[config.mk]
export PLATFORM = sky130hd
export DESIGN_NAME = escaped_kv_line_parser
export DESIGN_NICKNAME = d
export VERILOG_FILES = /design/src/design/ekvlp_pkg.sv /design/src/design/escaped_kv_line_parser.sv
export SDC_FILE = /design/constraint.sdc
export NUM_CORES = 1
export LEC_CHECK = 0
export ABC_AREA = 1
export BUFFER_PORTS_ARGS = -buffer_cell sky130_fd_sc_hd__buf_2
export CORE_UTILIZATION = 45
export DETAILED_ROUTE_END_ITERATION = 10
export SYNTH_ARGS = -nofsm -noshare
export SYNTH_HDL_FRONTEND = slang
export SYNTH_SLANG_ARGS = --single-unit
[constraint.sdc]
create_clock -name i_clk -period 3.7 [get_ports i_clk]
set_input_delay 0.185 -clock i_clk [delete_from_list [all_inputs] [get_ports i_clk]]
set_output_delay 0.185 -clock i_clk [all_outputs]
set_load 0.01 [all_outputs]
[src/design/ekvlp_pkg.sv]
`timescale 1ns / 1ps
// ----------------------------------------------------------------------------
// ekvlp_pkg
// Shared types and constants for the escaped key/value line parser.
// ----------------------------------------------------------------------------
package ekvlp_pkg;

    localparam logic [7:0] CH_LF    = 8'h0A;
    localparam logic [7:0] CH_CR    = 8'h0D;
    localparam logic [7:0] CH_TAB   = 8'h09;
    localparam logic [7:0] CH_BSL   = 8'h5C;
    localparam logic [7:0] CH_SLASH = 8'h2F;
    localparam logic [7:0] CH_EQ    = 8'h3D;
    localparam logic [7:0] CH_N     = 8'h6E;
    localparam logic [7:0] CH_R     = 8'h72;
    localparam logic [7:0] CH_T     = 8'h74;

    localparam logic [2:0] KIND_PATH_CHAR = 3'd0;
    localparam logic [2:0] KIND_SEG_END   = 3'd1;
    localparam logic [2:0] KIND_PATH_END  = 3'd2;
    localparam logic [2:0] KIND_KEY_CHAR  = 3'd3;
    localparam logic [2:0] KIND_VAL_CHAR  = 3'd4;

    typedef struct packed {
        logic [7:0] out_char;
        logic [2:0] token_kind;
        logic       pair_end;
        logic       keep;
        logic       last;
    } t_result;

    function automatic logic [7:0] unescape(input logic [7:0] c);
        logic [7:0] r;
        case (c)
            CH_N:    r = CH_LF;
            CH_R:    r = CH_CR;
            CH_T:    r = CH_TAB;
            default: r = c;
        endcase
        return r;
    endfunction

endpackage

[src/design/escaped_kv_line_parser.sv]
`timescale 1ns / 1ps
// Input beats are registered before parsing. Throughput: one input beat per cycle unless
// stalled; a beat that both emits a token and closes the line at end of buffer gives two
// results, which leave one per cycle, unless the output stalls, from a 4-entry result buffer.
// The input stalls while the input register is full and the buffer holds more than two results.
// Reset (synchronous, active low) empties both stages and returns to start of line.
// ----------------------------------------------------------------------------
// escaped_kv_line_parser
// Byte-wide tokenizer for path lines and escaped key=value lines.
// ----------------------------------------------------------------------------
module escaped_kv_line_parser (
    input  logic       i_clk,
    input  logic       i_rst_n,
    input  logic       i_in_valid,
    output logic       o_in_stall,
    input  logic [7:0] i_in_byte,
    input  logic       i_end_of_buffer,
    output logic       o_out_valid,
    input  logic       i_out_stall,
    output logic [7:0] o_out_char,
    output logic [2:0] o_token_kind,
    output logic       o_pair_end,
    output logic       o_keep,
    output logic       o_last
);

    typedef enum logic [1:0] {
        MODE_NEWLINE = 2'd0,
        MODE_PATH    = 2'd1,
        MODE_KEY     = 2'd2,
        MODE_VALUE   = 2'd3
    } t_mode;

    t_mode      r_mode, n_mode;
    logic       r_esc, n_esc;
    logic       r_fpn, n_fpn;
    logic       r_vne, n_vne;

    logic       r_in_valid;
    logic [7:0] r_in_byte;
    logic       r_in_eob;

    ekvlp_pkg::t_result r_fifo [4];
    logic [1:0] r_wr_ptr;
    logic [1:0] r_rd_ptr;
    logic [2:0] r_count;

    ekvlp_pkg::t_result slot0, slot1;
    logic [1:0] nres;
    logic       fire;
    logic       pop;
    logic       accept;

    ekvlp_pkg::t_result chr, mrk;
    logic       chr_valid, mrk_valid;
    logic       consumed, is_nl, do_char;
    logic [7:0] ch;

    assign fire       = r_in_valid && (r_count <= 3'd2);
    assign o_in_stall = r_in_valid && !(r_count <= 3'd2);
    assign accept     = i_in_valid && !o_in_stall;
    assign o_out_valid = (r_count != 3'd0);
    assign pop        = o_out_valid && !i_out_stall;

    assign o_out_char   = r_fifo[r_rd_ptr].out_char;
    assign o_token_kind = r_fifo[r_rd_ptr].token_kind;
    assign o_pair_end   = r_fifo[r_rd_ptr].pair_end;
    assign o_keep       = r_fifo[r_rd_ptr].keep;
    assign o_last       = r_fifo[r_rd_ptr].last;

    always_comb begin
        n_mode    = r_mode;
        n_esc     = r_esc;
        n_fpn     = r_fpn;
        n_vne     = r_vne;
        chr       = '0;
        mrk       = '0;
        chr_valid = 1'b0;
        mrk_valid = 1'b0;
        consumed  = 1'b0;
        do_char   = 1'b0;
        ch        = r_in_byte;
        is_nl     = (r_in_byte == ekvlp_pkg::CH_LF) || (r_in_byte == ekvlp_pkg::CH_CR);

        if (!is_nl) begin
            if (n_mode == MODE_NEWLINE) begin
                n_fpn = 1'b0;
                n_vne = 1'b0;
                n_esc = 1'b0;
                if (r_in_byte == ekvlp_pkg::CH_SLASH) begin
                    n_mode   = MODE_PATH;
                    consumed = 1'b1;
                end else begin
                    n_mode = MODE_KEY;
                end
            end
            if (!consumed) begin
                if (n_esc) begin
                    n_esc   = 1'b0;
                    ch      = ekvlp_pkg::unescape(r_in_byte);
                    do_char = 1'b1;
                end else if (r_in_byte == ekvlp_pkg::CH_BSL) begin
                    n_esc = 1'b1;
                end else if (n_mode == MODE_PATH && r_in_byte == ekvlp_pkg::CH_SLASH) begin
                    chr_valid      = 1'b1;
                    chr.token_kind = ekvlp_pkg::KIND_SEG_END;
                    chr.keep       = n_fpn;
                    n_fpn          = 1'b0;
                end else if (n_mode == MODE_KEY && r_in_byte == ekvlp_pkg::CH_EQ) begin
                    n_mode = MODE_VALUE;
                    n_vne  = 1'b0;
                end else begin
                    do_char = 1'b1;
                end
            end
            if (do_char) begin
                chr_valid    = 1'b1;
                chr.out_char = ch;
                if (n_mode == MODE_PATH) begin
                    n_fpn          = 1'b1;
                    chr.token_kind = ekvlp_pkg::KIND_PATH_CHAR;
                end else if (n_mode == MODE_VALUE) begin
                    n_vne          = 1'b1;
                    chr.token_kind = ekvlp_pkg::KIND_VAL_CHAR;
                end else begin
                    n_fpn          = 1'b1;
                    chr.token_kind = ekvlp_pkg::KIND_KEY_CHAR;
                end
            end
        end

        // line close: newline byte, or end of buffer with an open line
        if (is_nl || (r_in_eob && n_mode != MODE_NEWLINE)) begin
            mrk_valid = (n_mode != MODE_NEWLINE);
            unique case (n_mode)
                MODE_PATH: begin
                    mrk.token_kind = ekvlp_pkg::KIND_PATH_END;
                    mrk.keep       = n_fpn;
                end
                MODE_KEY: begin
                    mrk.token_kind = ekvlp_pkg::KIND_KEY_CHAR;
                    mrk.pair_end   = 1'b1;
                end
                MODE_VALUE: begin
                    mrk.token_kind = ekvlp_pkg::KIND_VAL_CHAR;
                    mrk.pair_end   = 1'b1;
                    mrk.keep       = n_fpn & n_vne;
                end
                default: begin
                    mrk.token_kind = ekvlp_pkg::KIND_PATH_CHAR;
                end
            endcase
            n_mode = MODE_NEWLINE;
            n_esc  = 1'b0;
            n_fpn  = 1'b0;
            n_vne  = 1'b0;
        end

        slot0 = '0;
        slot1 = '0;
        if (chr_valid) begin
            slot0      = chr;
            slot0.last = !mrk_valid;
            slot1      = mrk;
            slot1.last = 1'b1;
        end else begin
            slot0      = mrk;
            slot0.last = 1'b1;
        end
        nres = {1'b0, chr_valid} + {1'b0, mrk_valid};
    end

    always_ff @(posedge i_clk) begin
        if (!i_rst_n) begin
            r_mode     <= MODE_NEWLINE;
            r_esc      <= 1'b0;
            r_fpn      <= 1'b0;
            r_vne      <= 1'b0;
            r_in_valid <= 1'b0;
            r_wr_ptr   <= '0;
            r_rd_ptr   <= '0;
            r_count    <= '0;
        end else begin
            if (accept) begin
                r_in_valid <= 1'b1;
            end else if (fire) begin
                r_in_valid <= 1'b0;
            end
            if (fire) begin
                r_mode   <= n_mode;
                r_esc    <= n_esc;
                r_fpn    <= n_fpn;
                r_vne    <= n_vne;
                r_wr_ptr <= r_wr_ptr + nres;
            end
            if (pop) begin
                r_rd_ptr <= r_rd_ptr + 2'd1;
            end
            r_count <= r_count + (fire ? {1'b0, nres} : 3'd0) - {2'b00, pop};
        end
    end

    always_ff @(posedge i_clk) begin
        if (accept) begin
            r_in_byte <= i_in_byte;
            r_in_eob  <= i_end_of_buffer;
        end
        if (fire && nres != 2'd0) begin
            r_fifo[r_wr_ptr] <= slot0;
        end
        if (fire && nres == 2'd2) begin
            r_fifo[r_wr_ptr + 2'd1] <= slot1;
        end
    end

endmodule

==> out/summary.md, run 1 <==
Global route
• number of antenna violations at the first check in global routing: 0
• residual overflow from global routing: 0
• maximum number of pins on one net before global-route repair: 29
• vias in the first global route: 3,329
• global-route wire length before repair: 16,810 um
• GRT Resource Usage Total: 22.52%

STA
• final-report setup violation count: 0
• slew margin rel.: 48.45%
• max-slew violation total from the final report: 0
• Period minus WS final: 3.420 ns
• smallest setup slack after layout: 0.2799 ns
• clock skew after layout: 0.01123 ns
• unrepaired setup endpoints after global routing: false
• slew of the pin with the lowest slew margin: 0.7684 ns
• maximum clock rate: 292.4 MHz
• accumulated negative setup slack: 0 ns
• Hold Vio Cnt, Final: 0
• final worst-path cycle share: 92.44%

Power
• portion of total power attributed to the clock network: 22.0%
• switching power of the nets: 0.9937 mW
• Static Leakage: 2.004 nW
• Combinational Power Share: 31.8%
• Internal: 1.713 mW
• power density of the placed cells: 580.2 nW/um^2
• switching power as a share of total power: 36.71%
• maximum VDD drop: 216.3 uV
• share of total power in sequential cells: 46.1%

Yosys
• distinct cell type count after synthesis: 33
• Seq/Total Area, Yosys: 47.57%
• largest cells by area after synthesis: edfxtp_1 24%, dfxtp_1 23%, nand2_1 9.8%
• Yosys top cell by area: edfxtp_1
• proportion of netlist area held by the largest area contributor: 24.40%
• Cell Area, Synth: 4061 um^2
• post-synthesis area per instance: 7.856 um^2
• nets in the synthesized netlist: 542
• post-synthesis sequential element count: 80
• Yosys warning count: 0
• number of cells produced by synthesis: 517

Worst setup path
• startpoint class of the critical path: register
• reg-to-reg endpoint: r_fifo[1][2]$_DFFE_PP_
• startpoint of the most critical setup path: r_in_byte[1]$_DFFE_PP_
• Critical Path AT: 3.45 ns
• required time worst endpoint: 3.73 ns
• maximum fanout encountered on the critical timing path: 9
• type of destination of the critical path: register
• category of the most critical setup path: reg2reg
• termination of the worst setup path: r_fifo[1][2]$_DFFE_PP_
• depth of the worst register-to-register path: 17
• startpoint of the most critical register-to-register path: r_in_byte[1]$_DFFE_PP_
• worst reg2reg setup slack: 0.28 ns

Route
• detailed-router iteration count before antenna repair: 4
• Vias/cell: 5.331
• Final Routed Wirelength: 10,070 um
• # DRC: 0
• drt wl/cell: 14.94 um
• post-route antenna net violation count: 0
• count of routing violations after the opening detailed-route iteration: 217
• via count: 3,593

Floorplanning
• floorplan die area: 9409 um^2
• starting utilization of the core area: 46.57%
• chip height: 97 um
• num ports: 29
• core area: 8721 um^2
• die outline width: 97 um
• num rows: 34

Final layout
• antenna cell count: 0
• filler cell count: 818
• Multi-input gate area: 1883 um^2
• top library cells by usage in the layout, fill and taps aside: 106 x nand2_1, 58 x nand3_1, 58 x o21ai_0, 49 x nor2_1, 48 x inv_1
• commonest non-fill, non-tap cell in the layout: nand2_1
• final layout net count: 586
• total area of sequential cells: 1932 um^2
• layout-stage area growth over the synthesis result: 14.88%
• fraction of final layout cells with drive strength greater than 1: 15.90%

Clocking
• clock slew seen by the registers of the worst setup and hold paths: 0.09 ns
• H-tree level count: 3
• TritonCTS sink count: 80
• clock tree root buffer cell: clkbuf_8
• number of buffers added by the clock tree synthesis step: 9
• TritonCTS clock tree: yes
• Clk Latency, worst-skew pair: 0.36 ns
• maximum buffer depth of the clock tree: 2

Place
• number of I/O port buffers: 28
• Final Wtd Congestion: 0.8006
• dpl ws: 0.03301 ns
• placed wire-length estimate after detailed placement: 7046 um

Job
• count of max-cap constraint violations: 0

Outcome
• outcome: complete, no violations

Hold path
• Hold Path Class: in2reg

[power groups by stage]
stage	Combinational (mW)	Sequential, mW	Clock (mW)
after floorplan	0.598	1.23	0
after global placement	0.831	1.26	0
after detailed placement	0.844	1.26	0
after CTS	0.853	1.25	0.605
after global routing	0.986	1.28	0.650
final	0.862	1.25	0.596
[layout make-up]
class | count | share of cell area (%)
well taps | 108 | 2.896
flip-flops and latches | 80 | 41.41
inverters | 54 | 4.425
multi-input cells | 365 | 40.36
clock inverters | 7 | 1.073
clock buffers | 9 | 2.655
repair buffers | 51 | 7.187
[layer usage]
layer | track usage [%] | vias up | part of all wire (%)
met5 | 0 | - | 0
met3 | 4.552 | 10 | 4.7
li1 | - | 1833 | -
met1 | 30.42 | 1659 | 48
met2 | 36.51 | 91 | 46
met4 | 6.429 | 0 | 1.2
[Yosys cell counts]
library cell	count
nand2_1	106
nand3_1	58
o21ai_0	58
nor2_1	52
inv_1	48
dfxtp_1	47
edfxtp_1	33
o22ai_1	26
a21oi_1	18
clkbuf_1	17
ha_1	11
nand2_2	6
nor3_1	6
nor2_2	5
nor3_2	4
inv_2	3
nand3_2	2
nand4_1	2
a21oi_2	1
a21oi_4	1
buf_8	1
clkinv_1	1
clkinv_2	1
fa_1	1
inv_4	1
nand2_4	1
nor2_4	1
o211ai_1	1
o21ai_1	1
o21bai_1	1
or2_1	1
or2_2	1
xor2_1	1
[repair_timing]
action	4_1_cts	5_1_grt
setup endpoints to repair	0	63
endpoints found under the hold margin	5	4
hold buffers	5	4
gates resized for setup	0	9
buffers inserted	0	2
[how the worst min path moves through the flow]
stage          depth (start not counted)  slack (ns)          from                 endpoint
2_1_floorplan                          2        0.28       i_rst_n    r_count[0]$_SDFF_PN0_
3_3_place_gp                           1        0.36  i_in_byte[5]   r_in_byte[5]$_DFFE_PP_
3_5_place_dp                           1        0.36  i_in_byte[3]   r_in_byte[3]$_DFFE_PP_
4_1_cts                                1       0.002  i_in_byte[0]   r_in_byte[0]$_DFFE_PP_
5_1_grt                                3         0.1    i_in_valid  r_in_valid$_SDFFE_PN0P_
6_report                               3        0.09    i_in_valid  r_in_valid$_SDFFE_PN0P_
[kinds of logic after synthesis]
logic type | synth area share, %
compound gates | 14.48
xor+xnor | 0.2157
fa+ha+maj | 3.882
buf+inv | 7.024
flops | 47.57
simple gates | 26.83
[registers in the layout, summed over array words and instances (netlist names), named ones only]
name,cells
r_fifo,56
r_in_valid,1
r_vne,1
r_wr_ptr,2
r_mode,2
r_fpn,1
r_in_byte,8
r_esc,1
r_rd_ptr,2
r_in_eob,1
r_count,3
[worst max-delay path, stage by stage (launching register included)]
cell	delay (ns)
edfxtp_1	0.44
inv_2	0.11
nand4_1	0.17
nor2_2	0.18
nand3_1	0.12
nand2_4	0.13
inv_1	0.09
ha_1	0.22
inv_1	0.07
a21oi_2	0.08
nor2_1	0.14
inv_1	0.06
ha_1	0.17
nor2_1	0.09
inv_1	0.15
nor3_4	0.33
inv_1	0.25
nand2_1	0.31
[through the flow]
stage / cells / hold slack [ns] / cell area [um^2] / util [%] / power, mW
2_1_floorplan: 517 / 0.2785 / 4061 / - / 1.823
3_3_place_gp: 647 / 0.3613 / 4348 / 49.86 / 2.091
3_5_place_dp: 647 / 0.3631 / 4348 / 49.86 / 2.108
4_1_cts: 668 / 0.001991 / 4572 / 52.42 / 2.705
5_1_grt: 674 / 0.09522 / 4666 / 53.50 / 2.912
6_report: 674 / 0.08891 / 4666 / 53.50 / 2.707
No activity file was read; power rests on OpenSTA's default activity.
==> run 2, diff against run 1 <==
==> constraint.sdc (replaced) <==
create_clock -name i_clk -period 3.7 [get_ports i_clk]
set_input_delay 0.37 -clock i_clk [delete_from_list [all_inputs] [get_ports i_clk]]
set_output_delay 0.37 -clock i_clk [all_outputs]
set_load 0.01 [all_outputs]
==> run 2 against run 1 <==
Global-route usage decreased by 0.12 points; register-to-register slack improved by 0.02 ns; die area unchanged; setup slack improved by 0.022 ns; maximum frequency increased by 0.64%; sequential cell count unchanged; clock skew increased by 0.0014 ns; cell count decreased by 1.3%; final area decreased by 1.9%; wire length decreased by 0.88%; via count decreased by 1.5%; critical path depth unchanged.
==> out/summary.md, run 2 (same netlist as run 1, synthesis figures left out) <==
Outcome
• outcome: complete, no violations

Job
• count of max-cap constraint violations: 0

Route
• Vias/cell: 5.323
• # DRC: 0
• drt wl/cell: 15.01 um
• Final Routed Wirelength: 9981 um
• via count: 3,540
• count of routing violations after the opening detailed-route iteration: 236
• post-route antenna net violation count: 0
• detailed-router iteration count before antenna repair: 4

Floorplanning
• num ports: 29
• chip height: 97 um
• num rows: 34
• die outline width: 97 um
• core area: 8721 um^2
• floorplan die area: 9409 um^2
• starting utilization of the core area: 46.57%

Worst setup path
• critical path's most frequent cell: inv_1
• Largest delay share family, worst path: simple AND/OR/NAND/NOR gates
• category of the most critical setup path: reg2reg
• largest incremental delay on the critical path: 0.44 ns
• worst-path cell with the longest stage delay: edfxtp_1
• type of destination of the critical path: register
• worst path buffer plus inverter count: 6
• Critical Path AT: 3.43 ns
• required time worst endpoint: 3.73 ns
• maximum fanout encountered on the critical timing path: 9
• startpoint class of the critical path: register
• sequence of cells on the critical path: inv_2 > nand4_1 > nor2_2 > nand3_1 > nand2_4 > inv_1 > ha_1 > inv_1 > a21oi_2 > nor2_1 > inv_1 > ha_1 > nor2_1 > inv_1 > nor3_4 > inv_1 > nand2_1

Final layout
• final layout net count: 577
• fraction of final layout cells with drive strength greater than 1: 16.16%
• antenna cell count: 0
• layout-stage area growth over the synthesis result: 12.66%
• number of standard cells in the final layout excluding fillers: 665
• filler cell count: 826
• total area of sequential cells: 1932 um^2
• top library cells by usage in the layout, fill and taps aside: 106 x nand2_1, 58 x nand3_1, 58 x o21ai_0, 49 x nor2_1, 48 x inv_1
• largest registers: r_fifo: 56 flops, r_in_byte: 8 flops, r_count: 3 flops
• commonest non-fill, non-tap cell in the layout: nand2_1
• register ranked first by flip-flop count: r_fifo
• max reg flops: 56
• Multi-input gate area: 1883 um^2

Place
• Final Wtd Congestion: 0.8006
• placed wire-length estimate after detailed placement: 7046 um
• dpl ws: 0.03301 ns
• cell count after placement: 647
• number of I/O port buffers: 28

Clocking
• H-tree level count: 3
• clock slew seen by the registers of the worst setup and hold paths: 0.09 ns
• TritonCTS sink count: 80
• number of buffers added by the clock tree synthesis step: 9
• clock tree root buffer cell: clkbuf_8
• TritonCTS clock tree: yes
• Clk Latency, worst-skew pair: 0.36 ns
• maximum buffer depth of the clock tree: 2

STA
• final worst-path cycle share: 91.84%
• maximum clock rate: 294.3 MHz
• Period minus WS final: 3.398 ns
• smallest setup slack after layout: 0.3018 ns
• clock skew after layout: 0.01261 ns
• max-slew violation total from the final report: 0
• unrepaired setup endpoints after global routing: false
• accumulated negative setup slack: 0 ns
• slew margin rel.: 49.44%
• slew of the pin with the lowest slew margin: 0.7538 ns
• Hold Vio Cnt, Final: 0
• final-report setup violation count: 0

Global route
• number of antenna violations at the first check in global routing: 0
• maximum number of pins on one net before global-route repair: 29
• GRT Resource Usage Total: 22.39%
• residual overflow from global routing: 0
• global-route wire length before repair: 16,710 um
• vias in the first global route: 3,295

Power
• Static Leakage: 1.967 nW
• power density of the placed cells: 590.7 nW/um^2
• maximum VDD drop: 216.7 uV

Hold path
• Hold Path Class: in2reg

[run 2: worst paths after layout]
kind	startpoint	to	slack, ns	cells after the start
min	i_end_of_buffer	r_in_eob$_DFFE_PP_	0.19	1
max reg2reg	r_in_byte[1]$_DFFE_PP_	r_fifo[1][5]$_DFFE_PP_	0.30	17
min reg2reg	r_fpn$_SDFFE_PN0P_	r_fpn$_SDFFE_PN0P_	0.47	2
max	r_in_byte[1]$_DFFE_PP_	r_fifo[1][5]$_DFFE_PP_	0.30	17
[run 2: layer usage]
layer / GRT usage (%) / vias to the layer above / part of all wire [%]
met5: 0 / - / 0
met4: 6.429 / 0 / 1.2
met3: 4.552 / 9 / 5.5
met2: 36.08 / 93 / 46
met1: 30.42 / 1626 / 47
li1: - / 1812 / -
[run 2: cell type report]
class / instances / area share (%)
clock buffers: 9 / 2.707
repair buffers: 42 / 5.360
well taps: 108 / 2.953
flip-flops and latches: 80 / 42.22
multi-input cells: 365 / 41.15
inverters: 54 / 4.512
clock inverters: 7 / 1.094
[run 2: stage by stage]
stage          utilization (%)  hold slack (ns)  power (mW)  cell area (um^2)
3_5_place_dp             49.86           0.4596       2.108              4348
2_1_floorplan                -           0.4356       1.823              4061
4_1_cts                  51.85           0.1803       2.701              4522
3_3_place_gp             49.86           0.4540       2.091              4348
5_1_grt                  52.47           0.1691       2.904              4576
6_report                 52.47           0.1898       2.703              4576
[run 2: worst reg2reg max path, delay by kind of cell, from the launching register on]
family / cells / cell delay [ns]
simple gates: 8 / 1.46
compound gates: 1 / 0.08
buf+inv: 6 / 0.73
fa+ha+maj: 2 / 0.39
flops: 1 / 0.44
[run 2: what timing repair did]
action                     CTS  global route
hold buffers                 0             0
setup buffers                0             2
gates resized for setup      0             9
setup endpoints to repair    0            63
[run 2: power by group]
| group | internal (mW) | leakage, nW | switching, mW |
|---|---|---|---|
| sequential | 1.13 | 0.705 | 0.122 |
| clock | 0.251 | 0.0956 | 0.346 |
| combinational | 0.328 | 1.17 | 0.527 |
| total | 1.71 | 1.97 | 0.995 |
